$ cat src/hw/rtl/assert_macros.svh
// assertion macros shared by the rtl
`ifndef ASSERT_MACROS_SVH
`define ASSERT_MACROS_SVH

// clocked check, held off while in reset
`define PLG_ASSERT(label, prop, msg) \
   label: assert property (@(posedge clock) disable iff (reset) prop) else $error(msg);

// implication from one cycle to the next
`define PLG_ASSERT_NEXT(label, pre, post, msg) \
   label: assert property (@(posedge clock) disable iff (reset) (pre) |=> (post)) \
      else $error(msg);

`endif

$ cat src/hw/rtl/plg_pkg.sv
// types, constants and control structs of the level governor
package plg_pkg;

   localparam int NUM_DOMAINS = 8;
   localparam int MAX_ENTRIES = 16;
   localparam int DOM_W       = 3;
   localparam int IDX_W       = 4;
   localparam int CNT_W       = 5;
   localparam int LVL_W       = 32;
   localparam int AGENT_W     = 5;
   localparam int TAB_DEPTH   = NUM_DOMAINS * MAX_ENTRIES;
   localparam int TAB_AW      = DOM_W + IDX_W;

   typedef enum logic [1:0] {
      CMD_LOAD   = 2'd0,
      CMD_SET    = 2'd1,
      CMD_LIMITS = 2'd2,
      CMD_REPORT = 2'd3
   } plg_cmd_code_type;

   typedef enum logic [1:0] {
      STATUS_OK    = 2'd0,
      STATUS_PARAM = 2'd1,
      STATUS_RANGE = 2'd2
   } plg_status_type;

   typedef enum logic [1:0] {
      PH_SET,
      PH_CHKMIN,
      PH_CHKMAX,
      PH_MOVE
   } plg_phase_type;

   typedef enum logic [2:0] {
      S_IDLE,
      S_DECODE,
      S_PRIME,
      S_SCAN,
      S_CHECK,
      S_STORE,
      S_FINISH
   } plg_state_type;

   typedef struct packed {
      logic           capture;
      logic           load_entry;
      logic           report;
      logic           store_limits;
      logic           scan_prime;
      logic           scan_step;
      plg_phase_type  phase;
      logic           status_en;
      plg_status_type status;
      logic           set_req;
      logic           publish;
   } plg_ctl_type;

   typedef struct packed {
      plg_cmd_code_type cmd;
      logic             dom_bad;
      logic             idx_bad;
      logic             param_err;
      logic             unchanged;
      logic             nearest;
      logic             move;
      logic             empty;
      logic             scan_end;
      logic             hit;
      logic             in_range;
      logic             out_busy;
   } plg_stat_type;

endpackage

$ cat src/hw/rtl/plg_ctrl.sv
// sequencing state machine of the level governor
module plg_ctrl (
   input  logic                clock,
   input  logic                reset,
   input  logic                req_valid,
   output logic                req_stall,
   input  plg_pkg::plg_stat_type stat,
   output plg_pkg::plg_ctl_type  ctl
);

   plg_pkg::plg_state_type state_ff, state_in;
   plg_pkg::plg_phase_type phase_ff, phase_in;

   always_ff @(posedge clock) begin
      if (reset) begin
         state_ff <= plg_pkg::S_IDLE;
         phase_ff <= plg_pkg::PH_SET;
      end else begin
         state_ff <= state_in;
         phase_ff <= phase_in;
      end
   end

   assign req_stall = (state_ff != plg_pkg::S_IDLE);

   always_comb begin
      state_in = state_ff;
      phase_in = phase_ff;
      ctl      = '0;
      ctl.phase  = phase_ff;
      ctl.status = plg_pkg::STATUS_OK;
      case (state_ff)
         plg_pkg::S_IDLE: begin
            if (req_valid) begin
               ctl.capture = 1'b1;
               state_in    = plg_pkg::S_DECODE;
            end
         end
         plg_pkg::S_DECODE: begin
            state_in = plg_pkg::S_FINISH;
            if (stat.dom_bad) begin
               ctl.status_en = 1'b1;
               ctl.status    = plg_pkg::STATUS_RANGE;
            end else begin
               case (stat.cmd)
                  plg_pkg::CMD_LOAD: begin
                     if (stat.idx_bad) begin
                        ctl.status_en = 1'b1;
                        ctl.status    = plg_pkg::STATUS_RANGE;
                     end else begin
                        ctl.load_entry = 1'b1;
                     end
                  end
                  plg_pkg::CMD_SET: begin
                     phase_in = plg_pkg::PH_SET;
                     state_in = plg_pkg::S_PRIME;
                  end
                  plg_pkg::CMD_LIMITS: begin
                     if (stat.param_err) begin
                        ctl.status_en = 1'b1;
                        ctl.status    = plg_pkg::STATUS_PARAM;
                     end else if (!stat.unchanged) begin
                        if (stat.nearest) begin
                           state_in = plg_pkg::S_STORE;
                        end else begin
                           phase_in = plg_pkg::PH_CHKMIN;
                           state_in = plg_pkg::S_PRIME;
                        end
                     end
                  end
                  default: begin
                     ctl.report = 1'b1;
                  end
               endcase
            end
         end
         plg_pkg::S_PRIME: begin
            ctl.scan_prime = 1'b1;
            state_in = stat.empty ? plg_pkg::S_CHECK : plg_pkg::S_SCAN;
         end
         plg_pkg::S_SCAN: begin
            ctl.scan_step = 1'b1;
            if (stat.scan_end) begin
               state_in = plg_pkg::S_CHECK;
            end
         end
         plg_pkg::S_CHECK: begin
            state_in = plg_pkg::S_FINISH;
            case (phase_ff)
               plg_pkg::PH_SET: begin
                  if (stat.hit && stat.in_range) begin
                     ctl.set_req = 1'b1;
                  end else begin
                     ctl.status_en = 1'b1;
                     ctl.status    = plg_pkg::STATUS_RANGE;
                  end
               end
               plg_pkg::PH_CHKMIN: begin
                  if (stat.hit) begin
                     phase_in = plg_pkg::PH_CHKMAX;
                     state_in = plg_pkg::S_PRIME;
                  end else begin
                     ctl.status_en = 1'b1;
                     ctl.status    = plg_pkg::STATUS_RANGE;
                  end
               end
               plg_pkg::PH_CHKMAX: begin
                  if (stat.hit) begin
                     state_in = plg_pkg::S_STORE;
                  end else begin
                     ctl.status_en = 1'b1;
                     ctl.status    = plg_pkg::STATUS_RANGE;
                  end
               end
               default: begin
                  if (stat.hit) begin
                     ctl.set_req = 1'b1;
                  end else begin
                     ctl.status_en = 1'b1;
                     ctl.status    = plg_pkg::STATUS_RANGE;
                  end
               end
            endcase
         end
         plg_pkg::S_STORE: begin
            ctl.store_limits = 1'b1;
            if (stat.move) begin
               phase_in = plg_pkg::PH_MOVE;
               state_in = plg_pkg::S_PRIME;
            end else begin
               state_in = plg_pkg::S_FINISH;
            end
         end
         plg_pkg::S_FINISH: begin
            if (!stat.out_busy) begin
               ctl.publish = 1'b1;
               state_in    = plg_pkg::S_IDLE;
            end
         end
         default: begin
            state_in = plg_pkg::S_IDLE;
         end
      endcase
   end

endmodule

$ cat config.mk
export PLATFORM = sky130hd
export DESIGN_NAME = plg_ctrl
export DESIGN_NICKNAME = d
export VERILOG_FILES = /design/src/hw/rtl/assert_macros.svh /design/src/hw/rtl/plg_pkg.sv /design/src/hw/rtl/plg_ctrl.sv
export SDC_FILE = /design/constraint.sdc
export NUM_CORES = 1
export LEC_CHECK = 0
export ABC_AREA = 1
export BUFFER_PORTS_ARGS = -buffer_cell sky130_fd_sc_hd__buf_2
export CORE_MARGIN = 4
export CORE_UTILIZATION = 47
export DETAILED_ROUTE_END_ITERATION = 10
export GPL_TIMING_DRIVEN = 0
export PLACE_DENSITY = 0.81
export SLEW_MARGIN = 20
export SYNTH_ARGS = -nofsm -noshare
export SYNTH_HDL_FRONTEND = slang
export SYNTH_SLANG_ARGS = --single-unit
$ cat constraint.sdc
create_clock -name clock -period 1.8 [get_ports clock]
set_clock_uncertainty 0.15 [all_clocks]
set_input_delay 0.36 -clock clock [delete_from_list [all_inputs] [get_ports clock]]
set_output_delay 0.36 -clock clock [all_outputs]
set_load 0.02 [all_outputs]
==> impl_metrics.tcl, run 1 <==
set metrics [dict create \
    worst_setup_path_end_kind "output pin" \
    clock_tree.buffer_depth 2 \
    via_per_inst 5.36 \
    area.growth.synth_to_final_pct 57.3 \
    routed_wl_um 2590 \
    clk_latency_ns 0.25 \
    yosys.area_share.xor_xnor_pct 0 \
    rsz0062_at_grt "yes" \
    p_sw_uw 917 \
    rows 13 \
    root_buffer "clkbuf_4" \
    ys_ff_latch 5 \
    relSlewSlack_pct 81.6 \
    overflow 0 \
    path_delay_family "simple AND/OR/NAND/NOR gates" \
    hold_violations 0 \
    insertedDiodeCount 0 \
    fin_crit_sh_pct 102 \
    crit_type "flip-flop to output pin" \
    busiest_layer "met2" \
    critical_path_peak_fanout 6 \
    start_util_pct 52.4 \
    hold_slack_ns 0.138 \
    slowest_stage "dfxtp_2" \
    power_density_nw_per_um2 1510 \
    first_global_vias 852 \
    final-setup-viol-count 2 \
    drive_gt1_share_pct 49.4 \
    ys_seq_area_share_pct 13.8 \
    swShare_pct 53.2 \
    combPwrFrac_pct 75.8 \
    pwr-share-clk_pct 7.5 \
    min_period_ns 1.84 \
    synth_compound_gate_area_share_pct 9.33 \
    crit_chain "buf_8 -> nor2_4 -> nand3_2 -> inv_2 -> nand2_1 -> nor2_1 -> buf_4" \
    die_h_um 47.3 \
    ios 30 \
    layout_setup_ws_ns -0.0401 \
    violations "setup timing" \
    muxShareOfSynthArea_pct 0 \
    vdd_drop_max_uv 1070 \
    cts-buffers-inserted 3 \
    synth_adder_area_share_pct 17.3 \
    synth_top_family_by_area "simple AND/OR/NAND/NOR gates" \
    crit_buf_inv 3 \
    cp.arrival_ns 1.33 \
    synth_area_um2 724 \
    grt_pass1_wl_um 3510 \
    drv_cap 0 \
    first_iter_violations 33 \
    dp.cells 166 \
    drc_errors 0 \
    required_ns 1.29 \
    die-area_um2 2230 \
    place.gp.congestion 0.843 \
    run_status "complete, but fails checks" \
    placed_cell_area_um2 896 \
    synth_fp_nets 148 \
    synth-simple-area-share_pct 47.2 \
    cell_internal_pwr_uw 807 \
    avgSynthCellArea_um2 5.94 \
    cts_sinks 5 \
    vias 959 \
    wire_per_inst_um 14.5 \
    clkTransAtPathRegs_ns 0.05 \
    dr.pass1.iters 4 \
    antenna_left 0 \
    die_w_um 47.3 \
    grt.total_usage_pct 21.8 \
    fmaxAchievable_ghz 0.543 \
    cts_tree "yes" \
    slew_viol_final 0 \
    nets 191 \
    core_area_um2 1380 \
    io_buffers 29 \
    pre_cts_slack_ns -0.0857 \
    place_hpwl_um 1640 \
    globalRouteMet3Util_pct 6.51 \
    synth_cell_types 22 \
    final_area_um2 1140 \
    final_cells 179 \
    hold_class "input pin to flip-flop" \
    grt_max_degree 8 \
    seqPwrFrac_pct 16.7 \
    htree_levels 1 \
    use_met2_pct 39.0 \
    worstSetupStartpointType "flip-flop" \
    setup_tns_ns -0.0583 \
    p_leak_nw 0.597 \
    cpPeakStageDelay_ns 0.31 \
    grtUsageMet1_pct 24.9 \
    yosysWarningCount 0 \
    antenna_found_initial 0 \
    synth_cells 122 \
    tightest_slew_ns 0.276 \
]
## state kept, by name, indices dropped and copies added, names as in the netlist
name,cells
phase_ff,2
state_ff,3
## final cells by class
cell class | instances | area [µm²]
Sequential cell | 5 | 114
Buffer | 1 | 15.0
Tap cell | 15 | 18.8
Clock buffer | 4 | 26.3
Inverter | 21 | 93.8
Multi-Input combinational cell | 95 | 641
Fill cell | 103 | 243
Timing Repair Buffer | 38 | 231
## metrics by stage
stage / total power, mW / utilization (%)
2_1_floorplan: 0.920 / -
3_3_place_gp: 1.13 / 64.8
3_5_place_dp: 1.16 / 64.8
4_1_cts: 1.41 / 71.9
5_1_grt: 1.85 / 82.4
6_report: 1.72 / 82.4
## layout by cell type, fill, tap and decap left out, types with 2 or more instances in the layout
cell type,count
a21oi_1,7
a21oi_2,2
buf_2,23
buf_4,13
clkbuf_4,4
dfxtp_2,2
dfxtp_4,3
ha_1,5
ha_2,2
ha_4,3
inv_1,11
inv_2,4
inv_4,4
nand2_1,32
nand2_2,3
nand3_1,9
nand3_2,3
nor2_1,13
nor2_2,2
nor2_4,2
nor3_2,2
## per-layer routing
layer / up-vias / part of all wire (%)
li1: 469 / -
met1: 438 / 38
met2: 44 / 54
met3: 8 / 5.9
met4: 0 / 2.1
met5: - / 0
## worst reg2reg max path: stages, from the launching register on
cell,delay (ns)
dfxtp_4,0.37
inv_4,0.05
buf_4,0.12
ha_1,0.21
a21oi_1,0.16
a21oi_1,0.10
nor2_1,0.10
nand3b_1,0.09
nand2_1,0.08
inv_1,0.03
## synth_stat cells
| master | n | area, µm² |
|---|---|---|
| nand2_2 | 2 | 12.5 |
| o21ai_0 | 1 | 5.00 |
| ha_1 | 10 | 125 |
| or2_2 | 1 | 6.26 |
| a21oi_2 | 1 | 8.76 |
| a21oi_1 | 8 | 40.0 |
| o311ai_0 | 1 | 8.76 |
| nand2_1 | 35 | 131 |
| nor3_4 | 1 | 16.3 |
| nand3_2 | 3 | 30.0 |
| inv_2 | 3 | 11.3 |
| clkinv_1 | 2 | 7.51 |
| buf_6 | 1 | 11.3 |
| o21ai_1 | 1 | 5.00 |
| nor2_2 | 3 | 18.8 |
| nand3_1 | 9 | 45.0 |
| nand4_1 | 1 | 6.26 |
| nand3b_1 | 1 | 7.51 |
| dfxtp_1 | 5 | 100 |
| inv_1 | 16 | 60.1 |
| nor2_1 | 14 | 52.6 |
| nor3_1 | 3 | 15.0 |
## logic make-up after synthesis
group | Yosys count
AO/OA/AOI/OAI | 12
adder cells (fa/ha/maj) | 10
buffers and inverters | 22
flip-flops | 5
AND/OR/NAND/NOR | 73
## what timing repair did
| item | 4_1_cts | 5_1_grt |
|---|---|---|
| pin swaps | 2 | 6 |
| endpoints found under the setup margin | 5 | 6 |
| resized for setup | 22 | 28 |
| hold buffers | 0 | 0 |
| buffers inserted | 1 | 8 |
## final timing paths
path              slack (ns)                  endpoint  depth (start not counted)                      from
setup reg to reg        0.23  state_ff[1]$_SDFFE_PP0P_                          9  phase_ff[0]$_SDFFE_PP0P_
hold / removal          0.14  state_ff[0]$_SDFFE_PP0P_                          2                     reset
hold reg to reg         0.39  phase_ff[0]$_SDFFE_PP0P_                          2  phase_ff[0]$_SDFFE_PP0P_
setup / recovery       -0.04                   ctl[11]                          7  state_ff[2]$_SDFFE_PP0P_
## power groups by stage
stage	Sequential (mW)	Combinational, mW	Clock [mW]
final	0.288	1.31	0.130
after global routing	0.291	1.42	0.140
after CTS	0.259	1.02	0.133
after detailed placement	0.233	0.925	0
after global placement	0.231	0.899	0
after floorplan	0.234	0.687	0
Power figures use the tool's default switching activity.
==> inputs of run 2 (changes only) <==
CELL_PAD_IN_SITES_DETAIL_PLACEMENT = 1   (was not set)
CELL_PAD_IN_SITES_GLOBAL_PLACEMENT = 2   (was not set)
CORE_ASPECT_RATIO = 1.5   (was not set)
CORE_UTILIZATION = 23   (was 47)
CTS_CLUSTER_DIAMETER = 80   (was not set)
PLACE_DENSITY = 0.82   (was 0.81)
SLEW_MARGIN = 5   (was 20)
==> run 2 against run 1 <==
Against the previous run:
- the run now ends clean
- combinational power decreased by 3%
- final area increased by 5.9%
- maximum frequency increased by 3.9%
- worst setup slack improved by 0.069 ns
- die area increased by 85%
- core utilization decreased by 42 points
- via count decreased by 3.6%
- worst hold slack improved by 0.022 ns
- first-iteration DRC count decreased by 73%
- final cell count increased by 16%
- highest routed layer unchanged
==> impl_metrics.tcl, run 2 (same netlist as run 1, synthesis figures left out) <==
set metrics [dict create \
    run_status "finished clean" \
    slew_viol_final 0 \
    antenna_left 0 \
    power_mw 1.78 \
    tightest_slew_ns 0.207 \
    cts-buffers-inserted 3 \
    setup.worst_path.start "state_ff[1]$_SDFFE_PP0P_" \
    critical_path_peak_fanout 4 \
    final_cell_mix "33 x nand2_1, 25 x buf_2, 17 x buf_4, 14 x nor2_1, 12 x inv_1" \
    layout_setup_ws_ns 0.0293 \
    dr.pass1.iters 4 \
    top_register "state_ff" \
    vias 924 \
    fin_util_pct 40.6 \
    via_per_inst 4.46 \
    hold_violations 0 \
    relSlewSlack_pct 86.2 \
    root_buffer "clkbuf_8" \
    drive_gt1_share_pct 48.8 \
    core_area_um2 2970 \
    worst_setup_path_end_kind "output pin" \
    grt_max_degree 8 \
    required_ns 1.29 \
    start_util_pct 24.4 \
    reg_top3 "state_ff (3), phase_ff (2)" \
    clkTransAtPathRegs_ns 0.04 \
    insertedDiodeCount 0 \
    pre_cts_slack_ns -0.0915 \
    dp.cells 190 \
    fin_crit_sh_pct 98.4 \
    p_leak_nw 0.634 \
    cts_sinks 5 \
    drc_errors 0 \
    cts_tree "yes" \
    hold_class "input pin to flip-flop" \
    clock_tree.buffer_depth 2 \
    crit_type "flip-flop to output pin" \
    cts_hold_buf 0 \
    routed_wl_um 2500 \
    ios 30 \
    grt.total_usage_pct 13.3 \
    die-area_um2 4130 \
    min_period_ns 1.77 \
    final_cells 207 \
    die_h_um 76.7 \
    power_density_nw_per_um2 1470 \
    final-setup-viol-count 0 \
    rr_startpoint "state_ff[1]$_SDFFE_PP0P_" \
    place.gp.congestion 0.821 \
    rows 24 \
    worstSetupStartpointType "flip-flop" \
    vdd_drop_max_uv 664 \
    htree_levels 1 \
    place_hpwl_um 1920 \
    mostFrequentLayoutCell "nand2_1" \
    worstHoldStart "reset" \
    first_iter_violations 9 \
    cp.arrival_ns 1.26 \
    io_buffers 29 \
    antenna_found_initial 0 \
    fmaxAchievable_ghz 0.565 \
    nets 195 \
    wire_per_inst_um 12.1 \
    overflow 0 \
    grt_pass1_wl_um 4220 \
    die_w_um 53.8 \
    largest_register_ffs 3 \
    clk_latency_ns 0.22 \
    area.growth.synth_to_final_pct 66.7 \
    rsz0062_at_grt "yes" \
    first_global_vias 1002 \
    drv_cap 0 \
]
run 2: cell types whose count changed in the layout (fill, tap and decap cells not counted), moves of 2 or more:
cell / before / now
clkbuf_8: 0 / 3
buf_4: 13 / 17
clkbuf_4: 4 / 0
buf_2: 23 / 25
run 2: final timing paths:
kind	to	slack [ns]	cells past startpoint
setup / recovery	ctl[4]	0.03	4
hold / removal	phase_ff[0]$_SDFFE_PP0P_	0.16	2
setup reg to reg	state_ff[0]$_SDFFE_PP0P_	0.17	11
hold reg to reg	phase_ff[1]$_SDFFE_PP0P_	0.45	3
run 2: critical path: stages, from the launching register on:
cell	delay, ns
dfxtp_4	0.36
nor2_4	0.15
nand2_4	0.08
o311ai_2	0.27
buf_4	0.18
run 2: where the power goes:
part	total (mW)	switching (mW)	internal (mW)
registers	0.293	0.108	0.185
logic	1.27	0.706	0.567
clock network	0.211	0.0587	0.152
total	1.78	0.873	0.904
run 2: repair_timing:
action | 4_1_cts | 5_1_grt
pin swaps | 4 | 6
gates cloned | 0 | 0
buffers inserted | 10 | 4
setup endpoints to repair | 5 | 6
gates resized for setup | 27 | 14
run 2: metal layers:
layer / wire [µm] / vias to the layer above / share of wire [%] / GRT usage [%]
met2: 1410 / 28 / 56 / 23.8
li1: - / 476 / - / -
met1: 901 / 411 / 36 / 13.9
met3: 113 / 9 / 4.5 / 1.74
met4: 74 / 0 / 3.0 / 7.16
met5: 0 / - / 0 / 0
run 2: layout make-up:
class / count / area, µm²
fillers: 398 / 1770
multi-input cells: 95 / 637
repair buffers: 43 / 273
flip-flops and latches: 5 / 116
inverters: 21 / 87.6
well taps: 39 / 48.8
clock buffers: 4 / 45.0
run 2: metrics by stage:
step	hold WS [ns]	cell area, µm²	setup TNS, ns
after floorplan	0.279	732	0
after global placement	0.357	926	-0.0717
after detailed placement	0.365	926	-0.0915
after CTS	0.160	1140	-0.000347
after global routing	0.165	1210	-0.0145
final	0.160	1210	0
==> inputs of run 3 (changes only) <==
ABC_AREA = not set   (was 1)
CORE_UTILIZATION = 25   (was 23)
PLACE_DENSITY = 0.81   (was 0.82)
==> run 3 against run 2 <==
Against the previous run:
- the flow now finishes with violations (setup timing)
- worst hold slack improved by 0.077 ns
- via count is 3.5% lower
- sequential power is 16% lower
- largest power group unchanged
- highest routed layer unchanged
==> impl_metrics.tcl, run 3 <==
set metrics [dict create \
    largest_register_ffs 3 \
    tightest_slew_ns 0.328 \
    area.growth.synth_to_final_pct 72.1 \
    avgSynthCellArea_um2 7.68 \
    final_cell_mix "23 x buf_2, 15 x buf_4, 10 x inv_1, 6 x nor2_1" \
    root_buffer "clkbuf_8" \
    rr_startpoint "phase_ff[0]$_SDFFE_PP0P_" \
    core_area_um2 2730 \
    hold_slack_ns 0.237 \
    die-area_um2 3830 \
    cts_sinks 5 \
    htree_levels 1 \
    die_h_um 73.8 \
    async_flop_share_pct 0 \
    slew_viol_final 0 \
    hold_class "input pin to flip-flop" \
    yosys.area.top_type "ha_1" \
    grt_max_degree 11 \
    clk_latency_ns 0.23 \
    place_hpwl_um 1970 \
    violations "setup timing" \
    synthFlopType "dfxtp_1" \
    drc_errors 0 \
    dr.pass1.iters 4 \
    place.gp.congestion 0.766 \
    first_iter_violations 30 \
    wire_per_inst_um 15.6 \
    overflow 0 \
    crit_chain "buf_8 -> nor2_4 -> nand2_2 -> a2bb2oi_2 -> o21ai_1 -> buf_4" \
    worstSetupStartpointType "flip-flop" \
    hold_violations 0 \
    antenna_left 0 \
    yosys.cell_count.top_type "inv_1" \
    power_density_nw_per_um2 1360 \
    critical_path_peak_fanout 4 \
    hold_end "state_ff[2]$_SDFFE_PP0P_" \
    vdd_drop_max_uv 666 \
    rows 23 \
    antenna_found_initial 0 \
    final-setup-viol-count 1 \
    ys_seq_area_share_pct 13.9 \
    relSlewSlack_pct 78.0 \
    vias 892 \
    setup_tns_ns -0.0141 \
    worst_setup_path_end_kind "output pin" \
    yosys-top-cells-area "ha_1 17%, dfxtp_1 14%, inv_1 6.8%" \
    grt_pass1_wl_um 4510 \
    synth_area_um2 722 \
    synth_cell_types 36 \
    placed_cell_area_um2 922 \
    start_util_pct 26.4 \
    die_w_um 51.9 \
    first_global_vias 975 \
    ios 30 \
    yosysWarningCount 0 \
    rsz0062_at_grt "yes" \
    slowest_stage "dfxtp_4" \
    ys_ff_latch 5 \
    clock_tree.buffer_depth 2 \
    holdPathStages 2 \
    drive_gt1_share_pct 55.3 \
    top_register "state_ff" \
    r2r-end "state_ff[2]$_SDFFE_PP0P_" \
    cts_tree "yes" \
    mostFrequentLayoutCell "buf_2" \
    synth_commonest_cells "13 x inv_1, 10 x ha_1, 8 x nor2_1" \
    routed_wl_um 2780 \
    synth_cells 94 \
    synth_edf_count 0 \
    nets 168 \
    via_per_inst 5.01 \
    fin_util_pct 45.4 \
    cp.arrival_ns 1.30 \
    run_status "complete, but fails checks" \
    rr_worst_depth 6 \
    worstHoldStart "reset" \
    fmaxAchievable_ghz 0.551 \
    synth_fp_nets 120 \
    crit_type "flip-flop to output pin" \
    required_ns 1.29 \
    cpPeakStageDelay_ns 0.36 \
    reg_top3 "state_ff (3), phase_ff (2)" \
    io_buffers 29 \
    drv_cap 0 \
    grt.total_usage_pct 15.5 \
    power_mw 1.68 \
    layout_setup_ws_ns -0.0141 \
    min_period_ns 1.81 \
    cts-buffers-inserted 3 \
    insertedDiodeCount 0 \
    final_area_um2 1240 \
    fin_crit_sh_pct 101 \
    p_leak_nw 0.578 \
    synth_top_area_share_pct 17.3 \
    r2r_slack_ns 0.06 \
    clkTransAtPathRegs_ns 0.04 \
]
[run 3: cell type report]
class	instances	area, µm²
fill	334	1490
timing repair buffer	43	293
tap	37	46.3
inverter	13	51.3
sequential	5	114
multi-input combinational	73	652
buffer	3	41.3
clock buffer	4	45.0
[run 3: worst max path at each step]
stage	from	to	slack [ns]
final	state_ff[2]$_SDFFE_PP0P_	ctl[4]	-0.01
after global routing	state_ff[2]$_SDFFE_PP0P_	ctl[4]	-0.08
after CTS	state_ff[1]$_SDFFE_PP0P_	ctl[4]	-0.02
after detailed placement	state_ff[2]$_SDFFE_PP0P_	ctl[4]	-0.21
after global placement	state_ff[2]$_SDFFE_PP0P_	ctl[4]	-0.23
after floorplan	state_ff[2]$_SDFFE_PP0P_	ctl[12]	0.06
[run 3: timing repair]
| action | CTS | global route |
|---|---|---|
| gates resized for setup | 38 | 13 |
| gates cloned | 0 | 1 |
| hold buffers | 0 | 0 |
| pin swaps | 5 | 7 |
| setup buffers | 10 | 3 |
| endpoints found under the setup margin | 10 | 9 |
[run 3: per-stage QoR]
step | cells | setup WS, ns
floorplan | 94 | 0.0627
CTS | 174 | -0.0160
global placement | 160 | -0.230
detailed placement | 160 | -0.205
finish | 178 | -0.0141
global route | 178 | -0.0845
[run 3: worst max-delay path, delay by kind of cell (launching register included)]
family	cells	cell delay [ns]
AND/OR/NAND/NOR	2	0.21
AO/OA/AOI/OAI	2	0.21
flip-flops	1	0.36
buffers and inverters	2	0.28
[run 3: report_power, final]
| group | internal [mW] | switching [mW] | leakage (nW) |
|---|---|---|---|
| registers | 0.172 | 0.0739 | 0.0439 |
| logic | 0.601 | 0.615 | 0.511 |
| clock network | 0.153 | 0.0696 | 0.0228 |
| total | 0.926 | 0.758 | 0.578 |
[run 3: cells by family after synthesis]
family,Yosys count,synth area share [%]
adders and majority gates,10,17.3
buffers and inverters,16,8.67
AOI/OAI and AO/OA,30,31.2
and+or+nand+nor,31,26.2
muxes,2,2.77
DFF,5,13.9
[run 3: per-layer routing]
layer	up-vias	wire, µm	global-route usage, %
li1	437	-	-
met1	430	1000	15.7
met2	21	1650	30.3
met3	4	102	3.65
met4	0	21	3.79
met5	-	0	0
